## config.mk

```make
export PLATFORM = sky130hd
export DESIGN_NAME = date_time_normalizer_flat
export DESIGN_NICKNAME = d
export VERILOG_FILES = /design/src/rtl/dtn_pkg.sv /design/src/rtl/dtn_if.sv /design/src/rtl/dtn_alu.sv /design/src/rtl/dtn_ctrl.sv /design/src/rtl/date_time_normalizer.sv /design/src/flat_wrapper.sv
export VERILOG_INCLUDE_DIRS = /design/src /design/src/rtl
export SDC_FILE = /design/constraint.sdc
export NUM_CORES = 1
export LEC_CHECK = 0
export ABC_CLOCK_PERIOD_IN_PS = 7600
export BUFFER_PORTS_ARGS = -buffer_cell sky130_fd_sc_hd__buf_2
export CAP_MARGIN = 10
export CORE_AREA = 8 8 150 152
export DETAILED_ROUTE_END_ITERATION = 8
export DIE_AREA = 0 0 158 160
export SLEW_MARGIN = 20
export SYNTH_ARGS = -nofsm -noshare
export SYNTH_HDL_FRONTEND = slang
export SYNTH_SLANG_ARGS = --single-unit
```

## constraint.sdc

```tcl
create_clock -name clk_i -period 7.6 [get_ports clk_i]
set_input_delay 1.14 -clock clk_i [delete_from_list [all_inputs] [get_ports clk_i]]
set_output_delay 1.14 -clock clk_i [all_outputs]
set_load 0.02 [all_outputs]
```

## src/rtl/date_time_normalizer_macros.svh

```systemverilog
// ----------------------------------------------------------------------------
// Date/time normalizer assertion macros
// Concurrent assertion shorthands clocked on clk_i, gated by rst_ni.
// ----------------------------------------------------------------------------
`ifndef DATE_TIME_NORMALIZER_MACROS_SVH
`define DATE_TIME_NORMALIZER_MACROS_SVH

// same-cycle implication
`define DTN_ASSERT_IMPL(lbl, ante, cons, msg) \
  lbl: assert property (@(posedge clk_i) disable iff (!rst_ni) (ante) |-> (cons)) \
    else $error(msg);

// next-cycle implication
`define DTN_ASSERT_NEXT(lbl, ante, cons, msg) \
  lbl: assert property (@(posedge clk_i) disable iff (!rst_ni) (ante) |=> (cons)) \
    else $error(msg);

`endif

```

## src/rtl/dtn_pkg.sv

```systemverilog
// ----------------------------------------------------------------------------
// Date/time normalizer package
// Field widths, sequencer phases, control structs and the month length table.
// ----------------------------------------------------------------------------
package dtn_pkg;

  localparam int unsigned YearW   = 14;
  localparam int unsigned MonthInW = 8;
  localparam int unsigned DayInW  = 16;
  localparam int unsigned HourInW = 16;
  localparam int unsigned MinInW  = 16;

  localparam int unsigned MonthOutW = 4;
  localparam int unsigned DayOutW   = 5;
  localparam int unsigned HourOutW  = 5;
  localparam int unsigned MinOutW   = 6;

  localparam int unsigned AluW  = 17;
  localparam int unsigned YrW   = 15;
  localparam int unsigned QuoW  = 12;
  localparam int unsigned StepW = 4;

  localparam logic [AluW-1:0] MinPerHour  = AluW'(60);
  localparam logic [AluW-1:0] HourPerDay  = AluW'(24);
  localparam logic [AluW-1:0] MonPerYear  = AluW'(12);
  localparam logic [AluW-1:0] LeapCycle   = AluW'(400);
  localparam logic [YrW-1:0]  YearMax     = YrW'(16383);

  localparam logic [StepW-1:0] MinStepTop  = StepW'(10);
  localparam logic [StepW-1:0] HourStepTop = StepW'(11);
  localparam logic [StepW-1:0] MonStepTop  = StepW'(4);
  localparam logic [StepW-1:0] YrStepTop   = StepW'(5);

  localparam logic [3:0] MonthFeb  = 4'd1;
  localparam logic [3:0] MonthLast = 4'd11;

  typedef enum logic [3:0] {
    PH_IDLE,
    PH_MIN_DIV,
    PH_MIN_ADD,
    PH_HR_DIV,
    PH_HR_ADD,
    PH_MON_DIV,
    PH_MON_ADD,
    PH_YR_DIV,
    PH_WALK,
    PH_DONE
  } phase_e;

  typedef struct packed {
    phase_e           phase;
    logic [StepW-1:0] step;
    logic             load;
    logic             emit;
  } ctrl_t;

  typedef struct packed {
    logic walk_done;
  } stat_t;

  function automatic logic [DayOutW-1:0] month_days(input logic [3:0] idx, input logic leap);
    logic [DayOutW-1:0] d;
    case (idx)
      MonthFeb:                  d = leap ? 5'd29 : 5'd28;
      4'd3, 4'd5, 4'd8, 4'd10:   d = 5'd30;
      default:                   d = 5'd31;
    endcase
    return d;
  endfunction

endpackage

```

## src/rtl/dtn_if.sv

```systemverilog
// ----------------------------------------------------------------------------
// Date/time normalizer channels
// Valid/ready channels for the raw timestamp and the normalized result.
// ----------------------------------------------------------------------------
interface dtn_in_if;
  import dtn_pkg::*;
  logic               valid;
  logic               ready;
  logic [YearW-1:0]   year_in;
  logic [MonthInW-1:0] month_in;
  logic [DayInW-1:0]  day_in;
  logic [HourInW-1:0] hour_in;
  logic [MinInW-1:0]  minute_in;

  modport source (output valid, year_in, month_in, day_in, hour_in, minute_in,
                  input ready);
  modport sink   (input valid, year_in, month_in, day_in, hour_in, minute_in,
                  output ready);
endinterface

interface dtn_out_if;
  import dtn_pkg::*;
  logic                 valid;
  logic                 ready;
  logic [YearW-1:0]     year_out;
  logic [MonthOutW-1:0] month_out;
  logic [DayOutW-1:0]   day_out;
  logic [HourOutW-1:0]  hour_out;
  logic [MinOutW-1:0]   minute_out;

  modport source (output valid, year_out, month_out, day_out, hour_out, minute_out,
                  input ready);
  modport sink   (input valid, year_out, month_out, day_out, hour_out, minute_out,
                  output ready);
endinterface

```

## src/rtl/dtn_alu.sv

```systemverilog
// ----------------------------------------------------------------------------
// Date/time normalizer shared adder
// One add/subtract unit with carry out, used by every divide, carry and walk phase.
// ----------------------------------------------------------------------------
module dtn_alu (
  input  logic [dtn_pkg::AluW-1:0] a_i,
  input  logic [dtn_pkg::AluW-1:0] b_i,
  input  logic                     sub_i,
  output logic [dtn_pkg::AluW-1:0] res_o,
  output logic                     carry_o
);
  import dtn_pkg::*;

  logic [AluW-1:0] b_eff;

  assign b_eff = sub_i ? ~b_i : b_i;
  assign {carry_o, res_o} = {1'b0, a_i} + {1'b0, b_eff} + {{AluW{1'b0}}, sub_i};

endmodule

```

## src/rtl/dtn_ctrl.sv

```systemverilog
// ----------------------------------------------------------------------------
// Date/time normalizer sequencer
// Steps the shared adder through the divide, carry and month walk phases.
// ----------------------------------------------------------------------------
module dtn_ctrl (
  input  logic           clk_i,
  input  logic           rst_ni,
  input  logic           in_valid_i,
  input  logic           out_free_i,
  input  dtn_pkg::stat_t stat_i,
  output dtn_pkg::ctrl_t ctrl_o
);
  import dtn_pkg::*;

  phase_e           phase_q, phase_d;
  logic [StepW-1:0] step_q, step_d;

  always_ff @(posedge clk_i or negedge rst_ni) begin
    if (!rst_ni) begin
      phase_q <= PH_IDLE;
      step_q  <= '0;
    end else begin
      phase_q <= phase_d;
      step_q  <= step_d;
    end
  end

  always_comb begin
    phase_d = phase_q;
    step_d  = step_q;
    unique case (phase_q)
      PH_IDLE: begin
        if (in_valid_i) begin
          phase_d = PH_MIN_DIV;
          step_d  = MinStepTop;
        end
      end
      PH_MIN_DIV: begin
        if (step_q == '0) phase_d = PH_MIN_ADD;
        else step_d = step_q - StepW'(1);
      end
      PH_MIN_ADD: begin
        phase_d = PH_HR_DIV;
        step_d  = HourStepTop;
      end
      PH_HR_DIV: begin
        if (step_q == '0) phase_d = PH_HR_ADD;
        else step_d = step_q - StepW'(1);
      end
      PH_HR_ADD: begin
        phase_d = PH_MON_DIV;
        step_d  = MonStepTop;
      end
      PH_MON_DIV: begin
        if (step_q == '0) phase_d = PH_MON_ADD;
        else step_d = step_q - StepW'(1);
      end
      PH_MON_ADD: begin
        phase_d = PH_YR_DIV;
        step_d  = YrStepTop;
      end
      PH_YR_DIV: begin
        if (step_q == '0) phase_d = PH_WALK;
        else step_d = step_q - StepW'(1);
      end
      PH_WALK: begin
        if (stat_i.walk_done) phase_d = PH_DONE;
      end
      PH_DONE: begin
        if (out_free_i) phase_d = PH_IDLE;
      end
      default: phase_d = PH_IDLE;
    endcase
  end

  always_comb begin
    ctrl_o.phase = phase_q;
    ctrl_o.step  = step_q;
    ctrl_o.load  = (phase_q == PH_IDLE) && in_valid_i;
    ctrl_o.emit  = (phase_q == PH_DONE) && out_free_i;
  end

endmodule

```

## src/rtl/date_time_normalizer.sv

```systemverilog
// ----------------------------------------------------------------------------
// Date/time normalizer
// Carries overflowing minute, hour, day and month fields into a calendar date.
// ----------------------------------------------------------------------------
// Usage:
//   in_i takes one raw timestamp per valid/ready handshake; out_o returns one
//   normalized item for each input item, in order.
//   in_i.ready is high only while the sequencer is idle; one item is worked
//   on at a time on a single shared 17-bit adder.
//   Processing: shift-subtract division and carry adds (minutes, hours,
//   months, year mod 400), then a month walk that takes one month off the
//   day count per step until a step finds the day fits, then the output
//   register is loaded. The length of the walk grows with the day count.
//   A new item is taken only once the last result is loaded; in_i.ready
//   rises together with that load.
//   The result sits in an output register; if out_o is stalled, the
//   sequencer waits in its final phase and in_i stays not ready.
//   Reset clears the sequencer and the output valid; no item is in flight.
// ----------------------------------------------------------------------------
`include "date_time_normalizer_macros.svh"

module date_time_normalizer (
  input  logic      clk_i,
  input  logic      rst_ni,
  dtn_in_if.sink    in_i,
  dtn_out_if.source out_o
);
  import dtn_pkg::*;

  ctrl_t ctrl;
  stat_t stat;

  logic [MinInW-1:0]   min_q;
  logic [AluW-1:0]     hr_q;
  logic [AluW-1:0]     day_q;
  logic [MonthInW-1:0] mon_q;
  logic [YrW-1:0]      yr_q;
  logic [YrW-1:0]      ymod_q;
  logic [QuoW-1:0]     quo_q;

  logic                 out_valid_q;
  logic [YearW-1:0]     year_out_q;
  logic [MonthOutW-1:0] month_out_q;
  logic [DayOutW-1:0]   day_out_q;
  logic [HourOutW-1:0]  hour_out_q;
  logic [MinOutW-1:0]   minute_out_q;

  logic [AluW-1:0] alu_a, alu_b, alu_res;
  logic            alu_sub, alu_carry;
  logic            leap;
  logic            out_free;
  logic [QuoW-1:0] quo_bit;

  assign out_free = !out_valid_q || out_o.ready;
  assign quo_bit  = QuoW'(1) << ctrl.step;

  assign leap = (ymod_q[1:0] == 2'b00) &&
                (ymod_q != YrW'(100)) && (ymod_q != YrW'(200)) && (ymod_q != YrW'(300));

  dtn_ctrl u_ctrl (
    .clk_i      (clk_i),
    .rst_ni     (rst_ni),
    .in_valid_i (in_i.valid),
    .out_free_i (out_free),
    .stat_i     (stat),
    .ctrl_o     (ctrl)
  );

  dtn_alu u_alu (
    .a_i     (alu_a),
    .b_i     (alu_b),
    .sub_i   (alu_sub),
    .res_o   (alu_res),
    .carry_o (alu_carry)
  );

  always_comb begin
    alu_a   = '0;
    alu_b   = '0;
    alu_sub = 1'b1;
    case (ctrl.phase)
      PH_MIN_DIV: begin
        alu_a = AluW'(min_q);
        alu_b = MinPerHour << ctrl.step;
      end
      PH_MIN_ADD: begin
        alu_a   = hr_q;
        alu_b   = AluW'(quo_q);
        alu_sub = 1'b0;
      end
      PH_HR_DIV: begin
        alu_a = hr_q;
        alu_b = HourPerDay << ctrl.step;
      end
      PH_HR_ADD: begin
        alu_a   = day_q;
        alu_b   = AluW'(quo_q);
        alu_sub = 1'b0;
      end
      PH_MON_DIV: begin
        alu_a = AluW'(mon_q);
        alu_b = MonPerYear << ctrl.step;
      end
      PH_MON_ADD: begin
        alu_a   = AluW'(yr_q);
        alu_b   = AluW'(quo_q);
        alu_sub = 1'b0;
      end
      PH_YR_DIV: begin
        alu_a = AluW'(ymod_q);
        alu_b = LeapCycle << ctrl.step;
      end
      PH_WALK: begin
        alu_a = day_q;
        alu_b = AluW'(month_days(mon_q[3:0], leap));
      end
      default: begin
        alu_a = '0;
      end
    endcase
  end

  // day fits its month: subtraction borrowed or landed on zero
  assign stat.walk_done = !alu_carry || (alu_res == '0);

  always_ff @(posedge clk_i) begin
    if (ctrl.load) begin
      min_q  <= in_i.minute_in;
      hr_q   <= AluW'(in_i.hour_in);
      day_q  <= AluW'(in_i.day_in);
      mon_q  <= (in_i.month_in == '0) ? '0 : in_i.month_in - MonthInW'(1);
      yr_q   <= YrW'(in_i.year_in);
      quo_q  <= '0;
    end else begin
      case (ctrl.phase)
        PH_MIN_DIV: begin
          if (alu_carry) begin
            min_q <= alu_res[MinInW-1:0];
            quo_q <= quo_q | quo_bit;
          end
        end
        PH_MIN_ADD: begin
          hr_q  <= alu_res;
          quo_q <= '0;
        end
        PH_HR_DIV: begin
          if (alu_carry) begin
            hr_q  <= alu_res;
            quo_q <= quo_q | quo_bit;
          end
        end
        PH_HR_ADD: begin
          day_q <= alu_res;
          quo_q <= '0;
        end
        PH_MON_DIV: begin
          if (alu_carry) begin
            mon_q <= alu_res[MonthInW-1:0];
            quo_q <= quo_q | quo_bit;
          end
        end
        PH_MON_ADD: begin
          yr_q   <= alu_res[YrW-1:0];
          ymod_q <= alu_res[YrW-1:0];
        end
        PH_YR_DIV: begin
          if (alu_carry) ymod_q <= alu_res[YrW-1:0];
        end
        PH_WALK: begin
          if (!stat.walk_done) begin
            day_q <= alu_res;
            if (mon_q[3:0] == MonthLast) begin
              mon_q  <= '0;
              yr_q   <= yr_q + YrW'(1);
              ymod_q <= (ymod_q == YrW'(LeapCycle - AluW'(1))) ? '0 : ymod_q + YrW'(1);
            end else begin
              mon_q <= mon_q + MonthInW'(1);
            end
          end
        end
        default: begin
        end
      endcase
    end
  end

  always_ff @(posedge clk_i or negedge rst_ni) begin
    if (!rst_ni) begin
      out_valid_q <= 1'b0;
    end else if (ctrl.emit) begin
      out_valid_q <= 1'b1;
    end else if (out_o.ready) begin
      out_valid_q <= 1'b0;
    end
  end

  always_ff @(posedge clk_i) begin
    if (ctrl.emit) begin
      year_out_q   <= (yr_q > YearMax) ? YearMax[YearW-1:0] : yr_q[YearW-1:0];
      month_out_q  <= mon_q[MonthOutW-1:0] + MonthOutW'(1);
      day_out_q    <= day_q[DayOutW-1:0];
      hour_out_q   <= hr_q[HourOutW-1:0];
      minute_out_q <= min_q[MinOutW-1:0];
    end
  end

  assign in_i.ready       = (ctrl.phase == PH_IDLE);
  assign out_o.valid      = out_valid_q;
  assign out_o.year_out   = year_out_q;
  assign out_o.month_out  = month_out_q;
  assign out_o.day_out    = day_out_q;
  assign out_o.hour_out   = hour_out_q;
  assign out_o.minute_out = minute_out_q;

  `DTN_ASSERT_NEXT(a_accept_starts, in_i.valid && in_i.ready, (ctrl.phase == PH_MIN_DIV) && (ctrl.step == MinStepTop), "accepted item did not start minute division")
  `DTN_ASSERT_IMPL(a_out_ranges, out_o.valid, (out_o.month_out != '0) && (out_o.month_out <= MonthOutW'(12)) && (out_o.hour_out < HourOutW'(24)) && (out_o.minute_out < MinOutW'(60)), "result field out of range")
  `DTN_ASSERT_IMPL(a_walk_mod, ctrl.phase == PH_WALK, (ymod_q < YrW'(LeapCycle)) && (mon_q < MonthInW'(12)), "year phase or month index out of range in walk")
  `DTN_ASSERT_IMPL(a_rise_from_done, $rose(out_o.valid), $past(ctrl.phase == PH_DONE), "result valid rose outside final phase")

endmodule

```

## src/flat_wrapper.sv

```systemverilog
// flat-port wrapper written by rule: the top's interface ports become plain ports
module date_time_normalizer_flat import dtn_pkg::*;
  (clk_i, rst_ni, in_i_valid, in_i_year_in, in_i_month_in, in_i_day_in, in_i_hour_in, in_i_minute_in, in_i_ready, out_o_valid, out_o_year_out, out_o_month_out, out_o_day_out, out_o_hour_out, out_o_minute_out, out_o_ready);
  dtn_in_if in_i_i ();
  dtn_out_if out_o_i ();
  input  logic clk_i;
  input  logic rst_ni;
  input wire logic [$bits(in_i_i.valid)-1:0] in_i_valid;
  input wire logic [$bits(in_i_i.year_in)-1:0] in_i_year_in;
  input wire logic [$bits(in_i_i.month_in)-1:0] in_i_month_in;
  input wire logic [$bits(in_i_i.day_in)-1:0] in_i_day_in;
  input wire logic [$bits(in_i_i.hour_in)-1:0] in_i_hour_in;
  input wire logic [$bits(in_i_i.minute_in)-1:0] in_i_minute_in;
  output wire logic [$bits(in_i_i.ready)-1:0] in_i_ready;
  output wire logic [$bits(out_o_i.valid)-1:0] out_o_valid;
  output wire logic [$bits(out_o_i.year_out)-1:0] out_o_year_out;
  output wire logic [$bits(out_o_i.month_out)-1:0] out_o_month_out;
  output wire logic [$bits(out_o_i.day_out)-1:0] out_o_day_out;
  output wire logic [$bits(out_o_i.hour_out)-1:0] out_o_hour_out;
  output wire logic [$bits(out_o_i.minute_out)-1:0] out_o_minute_out;
  input wire logic [$bits(out_o_i.ready)-1:0] out_o_ready;
  assign in_i_i.valid = in_i_valid;
  assign in_i_i.year_in = in_i_year_in;
  assign in_i_i.month_in = in_i_month_in;
  assign in_i_i.day_in = in_i_day_in;
  assign in_i_i.hour_in = in_i_hour_in;
  assign in_i_i.minute_in = in_i_minute_in;
  assign in_i_ready = in_i_i.ready;
  assign out_o_valid = out_o_i.valid;
  assign out_o_year_out = out_o_i.year_out;
  assign out_o_month_out = out_o_i.month_out;
  assign out_o_day_out = out_o_i.day_out;
  assign out_o_hour_out = out_o_i.hour_out;
  assign out_o_minute_out = out_o_i.minute_out;
  assign out_o_i.ready = out_o_ready;
  date_time_normalizer u_core (.clk_i(clk_i), .rst_ni(rst_ni), .in_i(in_i_i), .out_o(out_o_i));
endmodule
```

---- After elaboration in Yosys (flattened, before gate mapping) ----
Index checks and enable logic that the tools add are counted.
operators by class
  add/sub/neg operators ................... 8
  magnitude comparators ................... 1
  equality and inequality tests ........... 36
  shifts and indexed selects .............. 5
  multiplexer cells ....................... 45
  bitwise logic cells ..................... 3
  reductions and logical operators ........ 46
operator list
  kind                                               count
  case mux 17 bit (6 select lines)                   2
  two-way mux 15 bit                                 6
  two-way mux 16 bit                                 5
  case mux 17 bit (2 select lines)                   2
  two-way mux 17 bit                                 3
  case mux 15 bit (3 select lines)                   1
  two-way mux 8 bit                                  5
  case mux 4 bit (10 select lines)                   1
  two-way mux 4 bit                                  9
  adder 15 x 1 -> 15 bit (second input constant)     2
  case mux 15 bit (2 select lines)                   1
  case mux 12 bit (2 select lines)                   1
  == test 4 x 3 -> 1 bit (second input constant)     5
  == test 4 bit (second input constant)              5
  case mux 4 bit (5 select lines)                    1
  adder 17 x 17 -> 18 bit                            1
  adder 18 x 1 -> 18 bit                             1
  zero test 17 bit                                   1
  NOT 17 bit                                         1
  << shifter 4 x 4 -> 17 bit (first input constant)  1
  << shifter 5 x 4 -> 17 bit (first input constant)  1
  << shifter 6 x 4 -> 17 bit (first input constant)  1
  << shifter 9 x 4 -> 17 bit (first input constant)  1
  != test 2 bit (second input constant)              8
  other kinds (38)                                   79
storage, ports and cells
  register bits ........................... 143
  bits of input ports ..................... 74
  output and inout bits ................... 36
  logic and storage cells ................. 162

---- Depth between registers and ports, before layout ----
  depth after elaboration ................. 16
  depth in mapped cells ................... 21
  depth with buffers taken out ............ 19

---- Cells and area by module ----
Synthesis repeated with hierarchy kept, for this count alone.
second synthesis, totals
  cells, all modules ...................... 957
  area total of the unflattened synthesis .. 9,151.3 um^2
modules (own cells, without submodules)
  module                instances  cells each  area an instance (um^2)  sequential area each (um^2)
  date_time_normalizer  1          775         7,643.6                  3,898.7
  dtn_alu               1          125         972.2                    0.0
  dtn_ctrl              1          57          535.5                    200.2

---- Least setup slack after synthesis ----
OpenSTA, ideal clock, no wires.
  path kind ............................... reg-to-reg
  from .................................... register u_core.u_ctrl.phase_q[1]
  to ...................................... register u_core.day_q[0] (enable)
  setup time .............................. 0.392 ns
  arrival ................................. 4.827 ns
  required time ........................... 7.208 ns
  setup slack ............................. 2.381 ns
  stages on the path, launching flop included .. 19
  path buffers ............................ 4
  period minus slack after synthesis ...... 5.219 ns
  cells stage by stage .................... dfrtp_1 -> buf_2 -> clkbuf_1 -> nor3b_1 -> clkbuf_1 -> a22oi_1 -> nand3_1 -> ha_1 -> clkbuf_1 -> a21o_1 -> a21o_1 -> o31ai_1 -> o21bai_1 -> o41ai_1 -> xnor2_1 -> a21oi_1 -> a41oi_4 -> a21boi_1 -> o31ai_2
between the ends
  cells in the longest elaborated chain, start to end .. 11
  elaborated cells on any way between the ends .. 26
  classes of those cells .................. add/sub: 2; eq/ne: 9; mux: 4; bitwise: 1; reduce/logical: 10
RTL lines
  element                                              line                         RTL
  from (decl)                                          dtn_ctrl.sv:15               phase_e phase_q, phase_d;
  from (signal assigned)                               dtn_ctrl.sv:23               phase_q <= phase_d;
  == test 4 x 3 -> 1 bit (tied with other cells)       date_time_normalizer.sv:81   case (ctrl.phase)
  OR reduction 3 bit (no source line)                  -
  case mux 17 bit (6 select lines)                     date_time_normalizer.sv:81
  NOT 17 bit                                           dtn_alu.sv:16                assign b_eff = sub_i ? ~b_i : b_i;
  two-way mux 17 bit                                   dtn_alu.sv:16
  adder 17 x 17 -> 18 bit                              dtn_alu.sv:17                assign {carry_o, res_o} = {1'b0, a_i} + {1'b0, b_eff} + {{AluW{1'b0}}, sub_i};
  adder 18 x 1 -> 18 bit                               dtn_alu.sv:17
  zero test 17 bit or zero test 1 bit (tied branches)  date_time_normalizer.sv:124  assign stat.walk_done = !alu_carry || (alu_res == '0);
  logical OR 1 bit                                     date_time_normalizer.sv:124
  != test 3 x 2 -> 1 bit (no source line)              -
  AND reduction 2 bit (no source line) (*)             -
  to (signal assigned)                                 date_time_normalizer.sv:130  day_q <= AluW'(in_i.day_in);
  to (signal assigned)                                 date_time_normalizer.sv:153  day_q <= alu_res;
  to (signal assigned)                                 date_time_normalizer.sv:171  day_q <= alu_res;
  to (decl)                                            date_time_normalizer.sv:35   logic [AluW-1:0] day_q;
Mark *: on every way between the ends. The rest lies on a longest branch, timed or not.
A chain may end at the register's enable or synchronous reset.

---- Worst setup path in the final report ----
  from .................................... register u_core.u_ctrl.phase_q[3]
  to ...................................... register u_core.yr_q[3] (enable)
between the ends
  cells in the longest elaborated chain, start to end .. 11
  elaborated cells on any way between the ends .. 27
  classes of those cells .................. add/sub: 2; eq/ne: 10; mux: 4; bitwise: 1; reduce/logical: 10
RTL lines
  element                                              line                                                     RTL
  == test 4 x 3 -> 1 bit (tied with other cells)       date_time_normalizer.sv:81, date_time_normalizer.sv:135
  OR reduction 3 bit (no source line)                  -
  case mux 17 bit (6 select lines)                     date_time_normalizer.sv:81
  NOT 17 bit                                           dtn_alu.sv:16
  two-way mux 17 bit                                   dtn_alu.sv:16
  adder 17 x 17 -> 18 bit                              dtn_alu.sv:17
  adder 18 x 1 -> 18 bit                               dtn_alu.sv:17
  zero test 17 bit or zero test 1 bit (tied branches)  date_time_normalizer.sv:124
  logical OR 1 bit                                     date_time_normalizer.sv:124
  != test 3 x 2 -> 1 bit (no source line)              -
  AND reduction 3 bit (no source line) (*)             -
  to (signal assigned)                                 date_time_normalizer.sv:132                              yr_q <= YrW'(in_i.year_in);
  to (signal assigned)                                 date_time_normalizer.sv:163                              yr_q <= alu_res[YrW-1:0];
  to (signal assigned)                                 date_time_normalizer.sv:174                              yr_q <= yr_q + YrW'(1);
  to (decl)                                            date_time_normalizer.sv:37                               logic [YrW-1:0] yr_q;
Marks and branches as above.

==> summary.txt <==
wire per inst = 21.24 µm
async set-reset flop share out of synthesis = 6.294%
# nets final = 1140
area of the multi-input gates = 0.004497 mm²
fin crit share = 78.49%
Netlist cell types = 77
Post-Syn Nets = 1049
largest net degree at the start of global routing = 60
fin. max-slew vios = 0
Worst Hold Slack = 0.4733 ns
clock slew at reported path FFs = 0.07 ns
post-synthesis compound-gate area fraction = 20.22%
commonest non-fill, non-tap cell in the layout = nand2_1
Num CTS Buffers = 17
Worst Path Max Fanout = 26
Die Y = 160 µm
placed instance count = 1287
Initial DRC Count = 947
flop2flop setup slack = 1.63 ns
slew margin rel. = 30.91%
xor/xnor share of the synthesized area = 5.330%
Placer Congestion = 0.8907
DR vias = 7800
#FFs+latches synth = 143
layout cells sized above 1 = 17.75%
Congestion Overflow GR = 0
initial antenna violation count = 0
Setup Buffers After CTS = 0
Row Count = 52
first-pass GRT wire length = 42.77 mm
Data arrival, critical path = 6.03 ns
Reg area = 0.004099 mm²
Layout area overhead = 15.30%
Seq/Total Area, Yosys = 46.19%
CTS tree = built
post-DP HPWL = 20.82 mm
drt total wl = 27.99 mm
fillers = 1952
post-layout util = 51.06%
Synth Area in Adders = 4.315%
startpoint types = flip-flop
Synth Flop Type = edfxtp_1
worst skew pair latency = 0.44 ns
Clk Tree Root Cell = clkbuf_16
Critical Path Sink Type = flip-flop
full die area = 0.02528 mm²
Initial Util = 44.28%
HP Class = flip-flop to flip-flop
post-synthesis cell count = 945
Post-synth EDFFs = 119
outcome = finished clean
DRC Markers = 0
Synth Area in Simple Gates = 19.80%
Antenna Nets Post-Route = 0
final hold vios = 0
Crit path required time = 7.67 ns
cells along the critical path = nand2b_1 -> nor2_1 -> buf_4 -> a22oi_1 -> nand3_1 -> ha_1 -> a21oi_1 -> o21ai_1 -> o31ai_1 -> o21bai_1 -> o41ai_1 -> xnor2_1 -> a21oi_1 -> a41oi_4 -> nand3_1 -> nand2_1
ANT cells = 0
Core ar. = 0.02004 mm²
post-synthesis mux area share = 0.7473%
number of port buffers = 109
DIE WIDTH = 158 µm
critical path's largest stage delay = 0.81 ns
IO Pins = 110
max-cap viol count = 0
clock sinks = 143
crit path max-delay cell type = dfrtp_1
Bufs on Longest Clock Path = 2
clock skew = 0.01145 ns
vias in the first global route = 7358
# hold bufs at CTS = 0
synth warn = 0
drt pass-1 iters = 5
gr usage total = 22.20%
Synth Cell Area = 0.008874 mm²
post_cts resized = 0
Tmin final = 5.966 ns
vias per cell = 5.918
H-tree depth = 4
highest clock rate = 0.1676 GHz
commonest cells after routing, fill and taps aside = nand2_1 (162), edfxtp_1 (119), buf_2 (109), a21oi_1 (65), nor2_1 (59)
Finish-stage setup viols = 0
setup repair after global routing missed its margin = false
kind of critical path = flip-flop to flip-flop
final cell count without fillers = 1318
syn_area_per_cell = 9.390 µm²
Worst Max-Slew Pin Slew = 1.023 ns
Fin Setup TNS = 0 ns
largest family of logic cells by synthesized area = compound AO/OA/AOI/OAI gates
-- stage by stage --
step,cell area (µm²),worst slack [ns]
6_report,10230,1.634
2_1_floorplan,8874,2.381
5_1_grt,10230,1.173
4_1_cts,10230,1.715
3_5_place_dp,9682,1.741
3_3_place_gp,9682,1.943
-- worst max-delay path: cells and delay by family (launching register included) --
| family | cells | cell delay [ns] |
|---|---|---|
| DFF | 1 | 0.81 |
| AOI/OAI and AO/OA | 8 | 2.29 |
| xor gates and xnor gates | 1 | 0.26 |
| buffers and inverters | 1 | 0.27 |
| adders and majority gates | 1 | 0.37 |
| and+or+nand+nor | 5 | 1.59 |
-- synth_stat cells (all sizes together) (9+ instances only) --
cell,n,share of area (%)
nand4,13,0.92
dfrtp,9,2.5
nor2,60,2.5
nand2b,19,1.3
o21ai,59,3.3
buf,12,0.73
clkbuf,41,1.7
ha,29,4.1
nand2,163,6.9
dfxtp,15,3.4
nor3,23,1.4
a31oi,9,0.63
or2,10,0.71
nand3,35,2.0
o22ai,12,0.85
a21oi,68,4.1
inv,22,0.93
a22oi,38,3.2
a21o,18,1.5
xor2,20,2.0
xnor2,34,3.4
edfxtp,119,40
a22o,13,1.3
-- state kept, by name (all words and copies together) (netlist names) --
| signal | count |
|---|---|
| u_core.u_ctrl.phase_q | 4 |
| u_core.out_o.hour_out | 5 |
| u_core.out_o.minute_out | 6 |
| u_core.hr_q | 17 |
| u_core.out_o.year_out | 14 |
| u_core.out_o.valid | 1 |
| u_core.min_q | 16 |
| u_core.mon_q | 8 |
| u_core.yr_q | 15 |
| u_core.u_ctrl.step_q | 4 |
| u_core.quo_q | 12 |
| u_core.day_q | 17 |
| u_core.out_o.day_out | 5 |
| u_core.out_o.month_out | 4 |
| u_core.ymod_q | 15 |
-- layer usage --
metal / GRT usage (%) / part of all wire [%] / up-vias
met5: 0 / 0 / -
met4: 8.619 / 3.2 / 0
met3: 4.345 / 8.9 / 63
met2: 33.78 / 45 / 416
met1: 30.47 / 43 / 3654
li1: - / - / 3667
-- final cells by class --
type	count	share of cell area [%]
Timing Repair Buffer	125	6.506
Sequential cell	143	40.06
Inverter	22	0.8071
Clock buffer	17	4.158
Clock inverter	14	1.211
Multi-Input combinational cell	727	43.95
Tap cell	270	3.302
-- kinds of logic (layout without fill, tap and decap cells) --
group                      Yosys count  after routing
and+or+nand+nor                    369            369
xor gates and xnor gates            54             54
AOI/OAI and AO/OA                  268            268
buffers and inverters               75            178
muxes                                6              6
adders and majority gates           30             30
DFF                                143            143
-- worst paths after layout --
path                                             to  cells past startpoint                      from
hold / removal                     u_core.quo_q[10]                      1          u_core.quo_q[10]
setup / recovery                     u_core.yr_q[3]                     16  u_core.u_ctrl.phase_q[3]
max in group asynchronous  u_core.u_ctrl.phase_q[3]                      1                    rst_ni
setup reg to reg                     u_core.yr_q[3]                     16  u_core.u_ctrl.phase_q[3]
min in group asynchronous   u_core.u_ctrl.step_q[1]                      1                    rst_ni
hold reg to reg                    u_core.quo_q[10]                      1          u_core.quo_q[10]
Power is left out: the tool's default activity adds up to more than one toggle a clock period on the data nets, which glitch-free logic cannot reach.
